$ cat src/trpf_pkg.sv
// Shared types, constants and the CRC helper for the thermal row packet framer.
package trpf_pkg;

   // Field widths and packing constants.
   localparam int PIXEL_W        = 16;
   localparam int QUOT_W         = 10;
   localparam int LANES          = 4;
   localparam int BYTES_PER_QUAD = 5;
   localparam int HDR_BYTES      = 5;
   localparam int BUF_BYTES      = HDR_BYTES + BYTES_PER_QUAD;
   localparam int LEFT_W         = $clog2(BUF_BYTES + 1);

   // Divide by five as a multiply by a reciprocal; exact for all 16-bit inputs.
   localparam logic [16:0] DIV5_MUL   = 17'd52429;
   localparam int          DIV5_SHIFT = 18;

   // CRC-8, reflected form, polynomial 0x8C, starting from zero.
   localparam logic [7:0] CRC_POLY = 8'h8C;

   // Register reset values.
   localparam logic [7:0] START_MARKER_RESET = 8'hFE;
   localparam logic [7:0] PACKET_TYPE_RESET  = 8'hCC;

   // Configuration register indexes.
   localparam int         CSR_INDEX_W      = 1;
   localparam logic [0:0] CSR_START_MARKER = 1'b0;
   localparam logic [0:0] CSR_PACKET_TYPE  = 1'b1;

   // One input word: a pixel quad plus the header fields.
   typedef struct packed {
      logic [7:0]         group_id;
      logic [15:0]        frame_seq;
      logic [PIXEL_W-1:0] pixel_0;
      logic [PIXEL_W-1:0] pixel_1;
      logic [PIXEL_W-1:0] pixel_2;
      logic [PIXEL_W-1:0] pixel_3;
   } req_type;

   // One output word: a packet byte and the end-of-packet flag.
   typedef struct packed {
      logic [7:0] out_byte;
      logic       packet_end;
   } rsp_type;

   // Header bytes captured with each accepted quad and used with the first quad of a packet.
   typedef struct packed {
      logic [7:0]  start_marker;
      logic [7:0]  packet_type;
      logic [7:0]  group_id;
      logic [15:0] frame_seq;
   } hdr_type;

   // Control of the staged quad handed to the merge stage.
   typedef struct packed {
      logic valid;
      logic header;
      logic tail;
   } stage_ctl_type;

   // Quotients of all lanes.
   typedef logic [LANES-1:0][QUOT_W-1:0] quad_type;

   // Feeds one byte into the reflected CRC, least significant bit first.
   function automatic logic [7:0] crc_feed(input logic [7:0] crc_in, input logic [7:0] data);
      logic [7:0] crc;
      logic       mix;
      crc = crc_in;
      for (int k = 0; k < 8; k++) begin
         mix = crc[0] ^ data[k];
         crc = crc >> 1;
         if (mix) begin
            crc = crc ^ CRC_POLY;
         end
      end
      return crc;
   endfunction

endpackage

$ cat src/trpf_lane.sv
// One pixel lane: divide by five, keep ten bits, zero the pixels past the array.
module trpf_lane (
   input  logic                          clock,
   input  logic                          load,
   input  logic                          blank,
   input  logic [trpf_pkg::PIXEL_W-1:0]  pixel,
   output logic [trpf_pkg::QUOT_W-1:0]   quot_ff
);

   logic [trpf_pkg::PIXEL_W+16:0] prod;
   logic [trpf_pkg::QUOT_W-1:0]   quot_in;

   // Reciprocal multiply; the quotient sits above the shift point.
   always_comb begin
      prod    = (trpf_pkg::PIXEL_W + 17)'(pixel) * (trpf_pkg::PIXEL_W + 17)'(trpf_pkg::DIV5_MUL);
      quot_in = blank ? '0
                      : prod[trpf_pkg::DIV5_SHIFT +: trpf_pkg::QUOT_W];
   end

   // Quotient register, loaded when a word is accepted.
   always_ff @(posedge clock) begin
      if (load) begin
         quot_ff <= quot_in;
      end
   end

endmodule

$ cat src/trpf_merge.sv
// Merge stage: packs the lane quotients behind the header and sends bytes with the CRC.
module trpf_merge (
   input  logic                clock,
   input  logic                reset,
   input  trpf_pkg::stage_ctl_type stg,
   input  trpf_pkg::hdr_type   hdr,
   input  trpf_pkg::quad_type  quad,
   output logic                stg_take,
   output logic                rsp_valid,
   input  logic                rsp_stall,
   output trpf_pkg::rsp_type   rsp_data
);

   logic [7:0]                    buf_ff [trpf_pkg::BUF_BYTES];
   logic [7:0]                    buf_in [trpf_pkg::BUF_BYTES];
   logic [trpf_pkg::LEFT_W-1:0]   left_ff;
   logic [trpf_pkg::LEFT_W-1:0]   left_in;
   logic                          tail_ff;
   logic                          tail_in;
   logic [7:0]                    crc_ff;
   logic [7:0]                    crc_in;
   logic [8*trpf_pkg::BYTES_PER_QUAD-1:0] packed_bits;
   logic [7:0]                    data_byte [trpf_pkg::BYTES_PER_QUAD];
   logic                          crc_slot;
   logic                          fire;
   logic                          can_load;

   // The four ten-bit values, first lane most significant, cut into bytes.
   always_comb begin
      packed_bits = {quad[0], quad[1], quad[2], quad[3]};
      for (int i = 0; i < trpf_pkg::BYTES_PER_QUAD; i++) begin
         data_byte[i] = packed_bits[8*(trpf_pkg::BYTES_PER_QUAD-1-i) +: 8];
      end
   end

   // Output side: the CRC byte closes the packet.
   always_comb begin
      rsp_valid           = (left_ff != '0);
      crc_slot            = tail_ff && (left_ff == trpf_pkg::LEFT_W'(1));
      rsp_data.out_byte   = crc_slot ? crc_ff : buf_ff[0];
      rsp_data.packet_end = crc_slot;
      fire                = rsp_valid && !rsp_stall;
      can_load            = (left_ff == '0) || ((left_ff == trpf_pkg::LEFT_W'(1)) && fire);
      stg_take            = stg.valid && can_load;
   end

   // Next state of the byte buffer, count and CRC.
   always_comb begin
      buf_in  = buf_ff;
      left_in = left_ff;
      tail_in = tail_ff;
      crc_in  = crc_ff;
      if (fire) begin
         for (int i = 0; i < trpf_pkg::BUF_BYTES - 1; i++) begin
            buf_in[i] = buf_ff[i+1];
         end
         left_in = left_ff - trpf_pkg::LEFT_W'(1);
         crc_in  = crc_slot ? 8'h00 : trpf_pkg::crc_feed(crc_ff, buf_ff[0]);
      end
      if (stg_take) begin
         tail_in = stg.tail;
         if (stg.header) begin
            buf_in[0] = hdr.start_marker;
            buf_in[1] = hdr.packet_type;
            buf_in[2] = hdr.group_id;
            buf_in[3] = hdr.frame_seq[7:0];
            buf_in[4] = hdr.frame_seq[15:8];
            for (int i = 0; i < trpf_pkg::BYTES_PER_QUAD; i++) begin
               buf_in[trpf_pkg::HDR_BYTES + i] = data_byte[i];
            end
            left_in = trpf_pkg::LEFT_W'(trpf_pkg::BUF_BYTES);
         end else begin
            for (int i = 0; i < trpf_pkg::BYTES_PER_QUAD; i++) begin
               buf_in[i]                            = data_byte[i];
               buf_in[trpf_pkg::HDR_BYTES + i]      = data_byte[i];
            end
            left_in = stg.tail ? trpf_pkg::LEFT_W'(trpf_pkg::BYTES_PER_QUAD + 1)
                               : trpf_pkg::LEFT_W'(trpf_pkg::BYTES_PER_QUAD);
         end
      end
   end

   // Byte buffer holds header and payload bytes.
   always_ff @(posedge clock) begin
      buf_ff <= buf_in;
   end

   // Control state of the serializer.
   always_ff @(posedge clock) begin
      if (reset) begin
         left_ff <= '0;
         tail_ff <= 1'b0;
         crc_ff  <= 8'h00;
      end else begin
         left_ff <= left_in;
         tail_ff <= tail_in;
         crc_ff  <= crc_in;
      end
   end

endmodule

$ cat src/thermal_row_packet_framer.sv
// Top level of the thermal row packet framer: quad tracking, pixel lanes and merge stage.
//
//   channel  ports                                  direction  word
//   req      req_valid, req_stall, req_data         in         one pixel quad
//   rsp      rsp_valid, rsp_stall, rsp_data         out        one packet byte
//   csr      csr_wr_en, csr_index, csr_wdata        in         one register write
//
// An accepted quad is held in the lane registers until it loads the byte buffer, which
// sends one byte per cycle while the output is not stalled: ten bytes for the first quad
// of a packet, six for the last and five otherwise, so the byte output sets the rate.
// The next quad is accepted while the buffer still drains; a stalled output holds the
// buffer and, once the lane stage is full, stalls the input. Reset is synchronous; it
// clears the packet position and the CRC and empties the lane stage and the byte buffer.
module thermal_row_packet_framer #(
   parameter int unsigned PIXEL_COUNT     = 768,
   parameter int unsigned ROW_WIDTH       = 32,
   parameter int unsigned ROWS_PER_PACKET = 3
) (
   input  logic                               clock,
   input  logic                               reset,
   input  logic                               req_valid,
   output logic                               req_stall,
   input  trpf_pkg::req_type                  req_data,
   output logic                               rsp_valid,
   input  logic                               rsp_stall,
   output trpf_pkg::rsp_type                  rsp_data,
   input  logic                               csr_wr_en,
   input  logic [trpf_pkg::CSR_INDEX_W-1:0]   csr_index,
   input  logic [7:0]                         csr_wdata
);

   localparam int QPR    = ROW_WIDTH / 4;
   localparam int COL_W  = (QPR > 1) ? $clog2(QPR) : 1;
   localparam int ROW_W  = (ROWS_PER_PACKET > 1) ? $clog2(ROWS_PER_PACKET) : 1;
   localparam int P_W    = $clog2(256 * ROWS_PER_PACKET * ROW_WIDTH);
   localparam int PC_W   = $clog2(PIXEL_COUNT + 1);
   localparam int CMP_W  = (P_W > PC_W) ? P_W : PC_W;

   logic [7:0]            start_marker_ff;
   logic [7:0]            packet_type_ff;
   logic [COL_W-1:0]      col_ff;
   logic [COL_W-1:0]      col_in;
   logic [ROW_W-1:0]      row_ff;
   logic [ROW_W-1:0]      row_in;
   logic [7:0]            held_group_ff;
   logic [7:0]            group_sel;
   logic                  first_quad;
   logic                  last_quad;
   logic                  col_wrap;
   logic [P_W-1:0]        row_num;
   logic [P_W-1:0]        last_pix;
   logic                  blank;
   logic                  accept;
   logic                  stg_take;
   trpf_pkg::stage_ctl_type stg_ff;
   trpf_pkg::stage_ctl_type stg_in;
   trpf_pkg::hdr_type     hdr_ff;
   trpf_pkg::quad_type    quad;
   logic [trpf_pkg::PIXEL_W-1:0] pix [trpf_pkg::LANES];

   // Configuration registers.
   always_ff @(posedge clock) begin
      if (reset) begin
         start_marker_ff <= trpf_pkg::START_MARKER_RESET;
         packet_type_ff  <= trpf_pkg::PACKET_TYPE_RESET;
      end else if (csr_wr_en) begin
         if (csr_index == trpf_pkg::CSR_START_MARKER) begin
            start_marker_ff <= csr_wdata;
         end
         if (csr_index == trpf_pkg::CSR_PACKET_TYPE) begin
            packet_type_ff <= csr_wdata;
         end
      end
   end

   // Packet position and the out-of-array check for the quad being accepted.
   always_comb begin
      first_quad = (row_ff == '0) && (col_ff == '0);
      col_wrap   = (col_ff == COL_W'(QPR - 1));
      last_quad  = col_wrap && (row_ff == ROW_W'(ROWS_PER_PACKET - 1));
      group_sel  = first_quad ? req_data.group_id : held_group_ff;
      row_num    = P_W'(group_sel) * P_W'(ROWS_PER_PACKET) + P_W'(row_ff);
      last_pix   = row_num * P_W'(ROW_WIDTH) + (P_W'(col_ff) << 2) + P_W'(3);
      blank      = CMP_W'(last_pix) >= CMP_W'(PIXEL_COUNT);
      req_stall  = stg_ff.valid && !stg_take;
      accept     = req_valid && !req_stall;
      col_in     = col_wrap ? '0 : col_ff + COL_W'(1);
      row_in     = last_quad ? '0 : (col_wrap ? row_ff + ROW_W'(1) : row_ff);
      stg_in.valid  = accept || (stg_ff.valid && !stg_take);
      stg_in.header = accept ? first_quad : stg_ff.header;
      stg_in.tail   = accept ? last_quad : stg_ff.tail;
   end

   // Control state: packet position, held group and the lane stage flags.
   always_ff @(posedge clock) begin
      if (reset) begin
         col_ff        <= '0;
         row_ff        <= '0;
         held_group_ff <= 8'h00;
         stg_ff        <= '0;
      end else begin
         stg_ff <= stg_in;
         if (accept) begin
            col_ff        <= col_in;
            row_ff        <= row_in;
            held_group_ff <= group_sel;
         end
      end
   end

   // Header bytes ride along with the staged quad.
   always_ff @(posedge clock) begin
      if (accept) begin
         hdr_ff.start_marker <= start_marker_ff;
         hdr_ff.packet_type  <= packet_type_ff;
         hdr_ff.group_id     <= req_data.group_id;
         hdr_ff.frame_seq    <= req_data.frame_seq;
      end
   end

   // Pixels of the quad in lane order.
   always_comb begin
      pix[0] = req_data.pixel_0;
      pix[1] = req_data.pixel_1;
      pix[2] = req_data.pixel_2;
      pix[3] = req_data.pixel_3;
   end

   // Four pixel lanes work side by side.
   for (genvar g = 0; g < trpf_pkg::LANES; g++) begin : g_lane
      trpf_lane u_lane (
         .clock   (clock),
         .load    (accept),
         .blank   (blank),
         .pixel   (pix[g]),
         .quot_ff (quad[g])
      );
   end

   // Merge stage and byte output.
   trpf_merge u_merge (
      .clock     (clock),
      .reset     (reset),
      .stg       (stg_ff),
      .hdr       (hdr_ff),
      .quad      (quad),
      .stg_take  (stg_take),
      .rsp_valid (rsp_valid),
      .rsp_stall (rsp_stall),
      .rsp_data  (rsp_data)
   );

endmodule

$ cat config.mk
export PLATFORM = sky130hd
export DESIGN_NAME = thermal_row_packet_framer
export DESIGN_NICKNAME = d
export VERILOG_FILES = /design/src/trpf_pkg.sv /design/src/trpf_lane.sv /design/src/trpf_merge.sv /design/src/thermal_row_packet_framer.sv
export SDC_FILE = /design/constraint.sdc
export NUM_CORES = 1
export LEC_CHECK = 0
export BUFFER_PORTS_ARGS = -buffer_cell sky130_fd_sc_hd__clkbuf_2
export CAP_MARGIN = 20
export CORE_MARGIN = 2
export CORE_UTILIZATION = 59
export CTS_BUF_LIST = sky130_fd_sc_hd__clkbuf_8
export DETAILED_ROUTE_END_ITERATION = 10
export GPL_ROUTABILITY_DRIVEN = 0
export HOLD_SLACK_MARGIN = 0.15
export PLACE_DENSITY = 0.89
export SLEW_MARGIN = 20
export SYNTH_ARGS = -nofsm -noshare
export SYNTH_HDL_FRONTEND = slang
export SYNTH_HIERARCHICAL = 1
export SYNTH_SLANG_ARGS = --single-unit
export TNS_END_PERCENT = 100
$ cat constraint.sdc
create_clock -name clock -period 5.9 [get_ports clock]
set_clock_uncertainty 0.2 [all_clocks]
set_input_delay 1.18 -clock clock [delete_from_list [all_inputs] [get_ports clock]]
set_output_delay 1.18 -clock clock [all_outputs]
set_load 0.02 [all_outputs]
# Yosys cells after proc, flatten, opt, wreduce, memory -nomap -nowiden
# Index checks and enable logic that the tools add are counted.
# word_totals
reg_bits,205
inputBits,102
# classes
add_sub_neg,6
multipliers,5
magnitude_cmp,1
eq_ne,3
mux,28
n_bitwise,17
reduce_logical,22
# op_table
operator,count
$mux W80,2
$mux W8,18
$mul A16 B16 Y28 const B,4
$mux W72,1
$not A2 Y3,8
$add A15 B2 Y15 const B,1
$add A15 B5 Y15,1
$ge A15 B10 Y1 const B,1
$mux W4,3
$add A10 B2 Y10,1
$mul A8 B2 Y10 const B,1
$logic_and A1 B1 Y1,8
$xor A1 B1 Y1,8
$mux W2,3
$reduce_and A2 Y1,3
$eq A4 B1 Y1 const B,1
$logic_not A4 Y1,1
$reduce_bool A2 Y1,2
$reduce_bool A4 Y1,1
$sub A4 B1 Y4 const B,1
$add A3 B1 Y3 const B,1
$eq A3 B3 Y1 const B,1
$logic_not A1 Y1,3
$logic_not A3 Y1,1
6 further kinds,7

# Logic depth before layout (Yosys ltp)
# Gate-level depths: netlist of run 1.
# logic_depth
word_depth,24
ltp_mapped,19

# Modules after synthesis
# Netlist of run 1, hierarchy kept.
# by_module_without_submodules
mod,n_inst,cells_per_inst,area_each_um2
trpf_lane (g_lane[1].u_lane),1,491,4673.2
trpf_lane (g_lane[2].u_lane),1,443,4489.3
trpf_merge,1,411,4488.1
trpf_lane (g_lane[3].u_lane),1,449,4485.6
trpf_lane (g_lane[0].u_lane),1,454,4466.8
thermal_row_packet_framer,1,234,2947.8

# Worst setup path before layout of run 1
# OpenSTA, ideal clock, no wires.
# synth_path
kind,input port to flip-flop
from,input port req_data[54] (netlist bit)
to,register g_lane[0].u_lane/quot_ff[7] (netlist bit) (data pin)
setup_time_ns,0.262
arrival_ns,5.897
required_time_ns,5.438
slack_ns,-0.459
cell_stages,18
n_path_buf,0
cell_sequence,ha_1 > inv_1 > fa_1 > inv_1 > fa_1 > fa_1 > fa_1 > inv_1 > fa_1 > inv_1 > ha_1 > nand3_1 > a21oi_1 > a211oi_1 > a2bb2oi_2 > a311oi_4 > a21oi_1 > mux2_1
# synth_between
elab_chain_len,1
# synth_rtl
item,line_no,rtl
start: declaration,thermal_row_packet_framer.sv:23,"input trpf_pkg::req_type req_data,"
$mul A16 B16 Y28,trpf_lane.sv:15,prod = (trpf_pkg::PIXEL_W + 17)'(pixel) * (trpf_pkg::PIXEL_W + 17)'(trpf_pkg::DIV5_MUL);
end signal: assignment,trpf_lane.sv:23,quot_ff <= quot_in;
end: declaration,trpf_lane.sv:7,output logic [trpf_pkg::QUOT_W-1:0] quot_ff
# Every way passes these cells.
# A chain may end at the register's enable or synchronous reset.

# Final worst setup path of run 1
# layout_path
from,input port req_data[17] (netlist bit)
to,register g_lane[2].u_lane/quot_ff[7] (netlist bit) (data pin)
# layout_between
elab_chain_len,1
# layout_rtl
item,line_no
$mul A16 B16 Y28,trpf_lane.sv:15
end signal: assignment,trpf_lane.sv:23
end: declaration,trpf_lane.sv:7
# Every way passes these cells.

==> impl_metrics.json, run 1 <==
{
  "tightest_slew_ns": 1.05,
  "utilization_pct": 70.9,
  "reg2regPathDepth": 18,
  "cpMaxStageDelayCell": "fa_1",
  "worstPathMaxFanout": 4,
  "wl_um": 66500,
  "worstSkewPairLatency_ns": 0.52,
  "die_h_um": 212,
  "layout.nets": 3757,
  "yosysSeqAreaShare_pct": 22.3,
  "critPathMaxStageDelay_ns": 0.58,
  "crit_path_end_kind": "flip-flop",
  "synth_top_area_share_pct": 25.1,
  "wire_per_inst_um": 19.0,
  "final_cell_mix": "inv_1 (646), ha_1 (409), fa_1 (320)",
  "min_path_cells": 0,
  "drc": 0,
  "drt-met1-wl_um": 25300,
  "ant_nets": 0,
  "cts.sinks": 205,
  "die_area_mm2": 0.0450,
  "fin_cells": 3503,
  "ir_worst_vdd_mv": 0.546,
  "die_x_um": 212,
  "grt_pass1_wl_um": 105000,
  "design_area_mm2": 0.0304,
  "hold_start": "packet_type_ff[0]$_SDFFE_PP0P_",
  "finalSetupViolations": 6,
  "fmaxAchievable_ghz": 0.168,
  "synth_area_mm2": 0.0256,
  "worstPathArrival_ns": 6.03,
  "syn_nets": 3349,
  "grt_pass1_vias": 21645,
  "dpl.cell_count": 3427,
  "hold_path_end": "hdr_ff[24]$_DFFE_PP_",
  "slew_headroom_pct": 30.2,
  "start_util_pct": 59.6,
  "rr_endpoint": "g_lane[2].u_lane/quot_ff[3]$_SDFFCE_PP0P_",
  "period_minus_slack_ns": 5.96,
  "drv_cap": 0,
  "highest_layer": "met4",
  "violations": "setup timing",
  "r2r_start": "col_ff[0]$_SDFFE_PP0P_",
  "powerDensity_mw_per_mm2": 625,
  "hold_buffers": 0,
  "routed-via-count": 19482,
  "place_area_mm2": 0.0293,
  "wl_met2_um": 33900,
  "num_rows": 76,
  "grt_antenna_before_repair": 2,
  "crit_type": "input pin to flip-flop",
  "rsz0062_at_grt": "true",
  "synth-async-reset-ratio_pct": 0,
  "required_ns": 5.96,
  "yosysWarnings": 6,
  "yosysTopAreaCell": "fa_1",
  "cts_root_buf": "clkbuf_8",
  "fin_hold_ws_ns": 0.231,
  "status": "finished, violations left",
  "ys_top_cells_by_area": "fa_1 (25%), ha_1 (22%), edfxtp_1 (19%)",
  "worst_slack_ns": -0.0628,
  "slew_viol_final": 0,
  "gr-total-overflow": 0,
  "reg2reg_slack_ns": 1.39,
  "cts_tree": "yes",
  "path_clk_slew_ns": 0.06,
  "synth_edf_count": 160,
  "vias_per_cell": 5.56,
  "portBuffers": 112,
  "first_pass_iters": 5,
  "grt_max_degree": 118,
  "coreArea_mm2": 0.0429,
  "period_share_pct": 101,
  "dr_wl_met3_um": 3850,
  "cts_max_path_buffers": 3,
  "final_common_cell": "inv_1",
  "track_usage_pct": 29.5,
  "leakage_nw": 15.6,
  "drtIter0Drc": 1509,
  "numCtsBuffers": 35,
  "synth.avg_cell_area_um2": 10.3,
  "hold_path.class": "flip-flop to flip-flop",
  "drive_gt1_share_pct": 21.0,
  "startpoint_type": "input pin",
  "ys.flop_type": "edfxtp_1",
  "yosysUniqueCellTypes": 91,
  "syn_to_final_growth_pct": 19.0,
  "syn-instance-count": 2482,
  "ios": 113,
  "dpl.hpwl_um": 54200,
  "ys_seq_elements": 205,
  "num-fill-cells": 2752,
  "crit_path_start": "req_data[17]",
  "hold_viol_final": 0,
  "cp_common_cell": "fa_1",
  "cts.htree.levels": 2,
  "path_cells": "buf_2 > buf_4 > ha_1 > ha_1 > inv_1 > fa_1 > inv_1 > fa_1 > fa_1 > fa_1 > ha_1 > and3_4 > nand4_1 > a2111o_1 > a21oi_4 > a41oi_2 > mux2_4"
}
[worst max-delay path by stage]
stage                                                      to  slack (ns)  depth (start not counted)
detailed placement  g_lane[2].u_lane/quot_ff[7]$_SDFFCE_PP0P_       -0.56                         18
floorplan           g_lane[0].u_lane/quot_ff[7]$_SDFFCE_PP0P_       -0.07                         17
global route        g_lane[2].u_lane/quot_ff[7]$_SDFFCE_PP0P_       -0.22                         16
global placement    g_lane[2].u_lane/quot_ff[6]$_SDFFCE_PP0P_       -0.35                         19
finish              g_lane[2].u_lane/quot_ff[7]$_SDFFCE_PP0P_       -0.06                         17
CTS                 g_lane[2].u_lane/quot_ff[5]$_SDFFCE_PP0P_      -0.004                         18
[critical path: cells and delay by family]
family / cells / cell delay, ns
buf+inv: 4 / 0.39
simple gates: 2 / 0.31
mux: 1 / 0.33
fa+ha+maj: 7 / 3.00
compound gates: 3 / 0.82
[synthesized netlist by cell type, types with 9 or more instances]
| library cell | instances |
|---|---|
| xnor2_1 | 37 |
| mux2i_1 | 54 |
| fa_1 | 320 |
| a21oi_1 | 59 |
| clkbuf_1 | 27 |
| nor3_1 | 27 |
| mux2_2 | 18 |
| a21o_1 | 21 |
| nand3_1 | 27 |
| a211oi_1 | 15 |
| nor2b_1 | 18 |
| nand2_1 | 200 |
| xor2_1 | 27 |
| o21ai_0 | 65 |
| edfxtp_1 | 160 |
| o21a_1 | 11 |
| ha_1 | 445 |
| inv_1 | 647 |
| nand4_1 | 10 |
| dfxtp_1 | 45 |
| and3_1 | 17 |
| a211o_1 | 9 |
| nor2_1 | 56 |
[per-stage QoR]
step	setup TNS [ns]	total power, mW	setup WS [ns]
after global placement	-7.44	15.4	-0.349
after CTS	-0.00417	17.8	-0.00417
after detailed placement	-13.40	16.4	-0.558
after global routing	-1.33	20.6	-0.219
after floorplan	-0.119	11.5	-0.0713
final	-0.161	19.0	-0.0628
[registers in the layout, indices dropped and copies added, names as in the netlist]
signal and flops:
col_ff 3, g_lane.u_lane/quot_ff 40, hdr_ff 40, held_group_ff 8, packet_type_ff 8, row_ff 2, start_marker_ff 8, stg_ff 3
u_merge/buf_ff 80, u_merge/crc_ff 8, u_merge/left_ff 4, u_merge/tail_ff 1
[where the power goes]
group          switching, mW  internal, mW
sequential             0.197          2.20
combinational           8.11          7.28
clock                  0.569         0.654
[layout make-up]
| type | count | area [um^2] | share of cell area (%) |
|---|---|---|---|
| diodes | 2 | 5.00 | 0.0165 |
| clock buffers | 39 | 537 | 1.77 |
| clock inverters | 24 | 136 | 0.449 |
| inverters | 647 | 2430 | 8.00 |
| multi-input cells | 1589 | 17900 | 59.0 |
| flip-flops and latches | 205 | 5710 | 18.8 |
| well taps | 585 | 732 | 2.41 |
| repair buffers | 412 | 2910 | 9.56 |
[routing by layer]
| layer | up-vias | global-route usage (%) |
|---|---|---|
| li1 | 8838 | - |
| met1 | 9529 | 34.6 |
| met2 | 838 | 53.2 |
| met3 | 277 | 3.91 |
| met4 | 0 | 14.5 |
| met5 | - | 0 |
[logic make-up (layout without fill, tap and decap cells)]
kind of cell,after synthesis,after routing,share of synthesized area [%]
buffers and inverters,688,1122,10.2
XOR/XNOR,69,69,2.51
other,0,2,0
adder cells (fa/ha/maj),765,765,46.9
multiplexers,79,79,3.25
AND/OR/NAND/NOR,414,414,7.67
AO/OA/AOI/OAI,262,262,7.18
flip-flops,205,205,22.3
[repair_timing]
action                                  CTS  global route
endpoints found under the setup margin    4            23
setup buffers                             1            10
gates resized for setup                   2            97
pin swaps                                 1            38
No activity file was read; power rests on OpenSTA's default activity.
==> inputs of run 2 (changes only) <==
--- a/config.mk
+++ b/config.mk
@@ -12,6 +12,7 @@
 export CTS_BUF_LIST = sky130_fd_sc_hd__clkbuf_8
 export DETAILED_ROUTE_END_ITERATION = 10
 export GPL_ROUTABILITY_DRIVEN = 0
+export GPL_TIMING_DRIVEN = 0
 export HOLD_SLACK_MARGIN = 0.15
 export PLACE_DENSITY = 0.89
 export SLEW_MARGIN = 20
==> impl_metrics.json, run 2 (synthesized netlist as in run 1, its figures left out) <==
{
  "drive_gt1_share_pct": 14.9,
  "die_x_um": 212,
  "first_pass_iters": 5,
  "pwr-share-seq_pct": 13.7,
  "dpl.cell_count": 3183,
  "worstPathMaxFanout": 5,
  "wire_per_inst_um": 20.2,
  "power_mw": 17.6,
  "period_minus_slack_ns": 5.98,
  "grt_pass1_vias": 20061,
  "pwr-share-comb_pct": 80.2,
  "largest_reg_flops": 80,
  "die_area_mm2": 0.0450,
  "vias_per_cell": 5.79,
  "worst_slack_ns": -0.0803,
  "grt_max_degree": 63,
  "die_h_um": 212,
  "portBuffers": 112,
  "crit_path_end_kind": "flip-flop",
  "r2r_start": "col_ff[0]$_SDFFE_PP0P_",
  "reg2reg_slack_ns": 1.04,
  "hold_path.class": "flip-flop to flip-flop",
  "powerDensity_mw_per_mm2": 605,
  "gr-total-overflow": 0,
  "swShare_pct": 49.7,
  "largest_register": "u_merge/buf_ff",
  "rsz0062_at_grt": "true",
  "biggestRegsByFlops": "u_merge/buf_ff x80, g_lane.u_lane/quot_ff x40, hdr_ff x40",
  "p_sw_mw": 8.76,
  "p_int_mw": 8.86,
  "leakage_nw": 14.5,
  "tightest_slew_ns": 1.01,
  "drv_cap": 0,
  "worstPathArrival_ns": 6.05,
  "crit_path_start": "req_data[7]",
  "start_util_pct": 59.6,
  "slew_viol_final": 0,
  "drtIter0Drc": 1551,
  "grt_antenna_before_repair": 2,
  "ios": 113,
  "ant_nets": 0,
  "startpoint_type": "input pin",
  "utilization_pct": 67.9,
  "cts_root_buf": "clkbuf_8",
  "grt_pass1_wl_um": 99200,
  "hold_start": "start_marker_ff[2]$_SDFFE_PP1P_",
  "fin_cells": 3283,
  "cts_max_path_buffers": 3,
  "routed-via-count": 19006,
  "drc": 0,
  "place_area_mm2": 0.0273,
  "cts.sinks": 205,
  "fmaxAchievable_ghz": 0.167,
  "path_clk_slew_ns": 0.06,
  "final_common_cell": "inv_1",
  "layout.nets": 3541,
  "status": "finished, violations left",
  "dpl.hpwl_um": 50300,
  "finalSetupViolations": 7,
  "place_ws_ns": -0.720,
  "numCtsBuffers": 34,
  "design_area_mm2": 0.0291,
  "ir_worst_vdd_mv": 0.430,
  "violations": "setup timing",
  "num_rows": 76,
  "worstSkewPairLatency_ns": 0.53,
  "wl_um": 66300,
  "clkPwrFrac_pct": 6.1,
  "period_share_pct": 101,
  "required_ns": 5.97,
  "syn_to_final_growth_pct": 14.0,
  "final_cell_mix": "inv_1 (642), ha_1 (379), fa_1 (314)",
  "hold_buffers": 0,
  "slew_headroom_pct": 32.8,
  "cts_tree": "yes",
  "track_usage_pct": 28.0,
  "hold_viol_final": 0,
  "crit_type": "input pin to flip-flop",
  "coreArea_mm2": 0.0429,
  "cts.htree.levels": 2
}
## run 2: cell count changes in the layout (fill, tap and decap cells not counted), moves of 7 or more
cell | previous run | this run
clkbuf_4 | 3 | 13
ha_1 | 409 | 379
buf_12 | 1 | 8
buf_4 | 295 | 45
ha_2 | 0 | 7
ha_4 | 36 | 59
clkbuf_2 | 99 | 77
buf_2 | 2 | 10
clkbuf_1 | 0 | 26
## run 2: final cells by class
class / count / area, um^2
Timing Repair Buffer: 157 / 1190
Sequential cell: 205 / 5710
Clock buffer: 34 / 468
Tap cell: 585 / 732
Fill cell: 2884 / 13800
Multi-Input combinational cell: 1589 / 18300
Antenna cell: 3 / 7.51
Inverter: 647 / 2440
Clock inverter: 23 / 100
Buffer: 40 / 174
## run 2: worst max-delay path, cell delays in order
cell	delay, ns
clkbuf_2	0.17
ha_1	0.45
inv_1	0.10
fa_1	0.51
inv_1	0.06
fa_1	0.50
fa_1	0.43
fa_1	0.50
inv_1	0.07
fa_1	0.49
inv_1	0.05
ha_1	0.23
a211oi_2	0.29
o21ai_1	0.12
a211o_1	0.29
a211oi_2	0.21
a21oi_2	0.08
mux2_1	0.31
## run 2: layer usage
layer,global-route usage [%],wire length [um]
met1,34.5,24700
met2,49.7,33200
met3,3.13,4190
met4,12.2,4230
met5,0,0
## run 2: repair_timing
action,4_1_cts,5_1_grt
buffers inserted,10,31
resized for setup,31,182
pin swaps,19,63
endpoints found under the setup margin,8,30
## run 2: path summary, 6_finish.rpt
path                                                     to  cells after the start
setup / recovery  g_lane[3].u_lane/quot_ff[9]$_SDFFCE_PP0P_                     18
hold / removal                         hdr_ff[34]$_DFFE_PP_                      0
hold reg to reg                        hdr_ff[34]$_DFFE_PP_                      0
setup reg to reg  g_lane[2].u_lane/quot_ff[9]$_SDFFCE_PP0P_                     19
## run 2: metrics by stage
step           hold slack [ns]  setup TNS [ns]
2_1_floorplan            0.208          -0.119
3_3_place_gp             0.218          -13.25
3_5_place_dp             0.222          -16.40
4_1_cts                  0.229               0
5_1_grt                  0.241           -1.56
6_report                 0.216          -0.260
## run 2: power by group through the flow
stage	sequential, mW	combinational [mW]	clock (mW)
finish	2.41	14.1	1.08
global route	2.44	15.5	1.16
CTS	2.40	12.6	1.10
detailed placement	2.42	12.2	0
global placement	2.44	11.3	0
floorplan	2.34	9.18	0
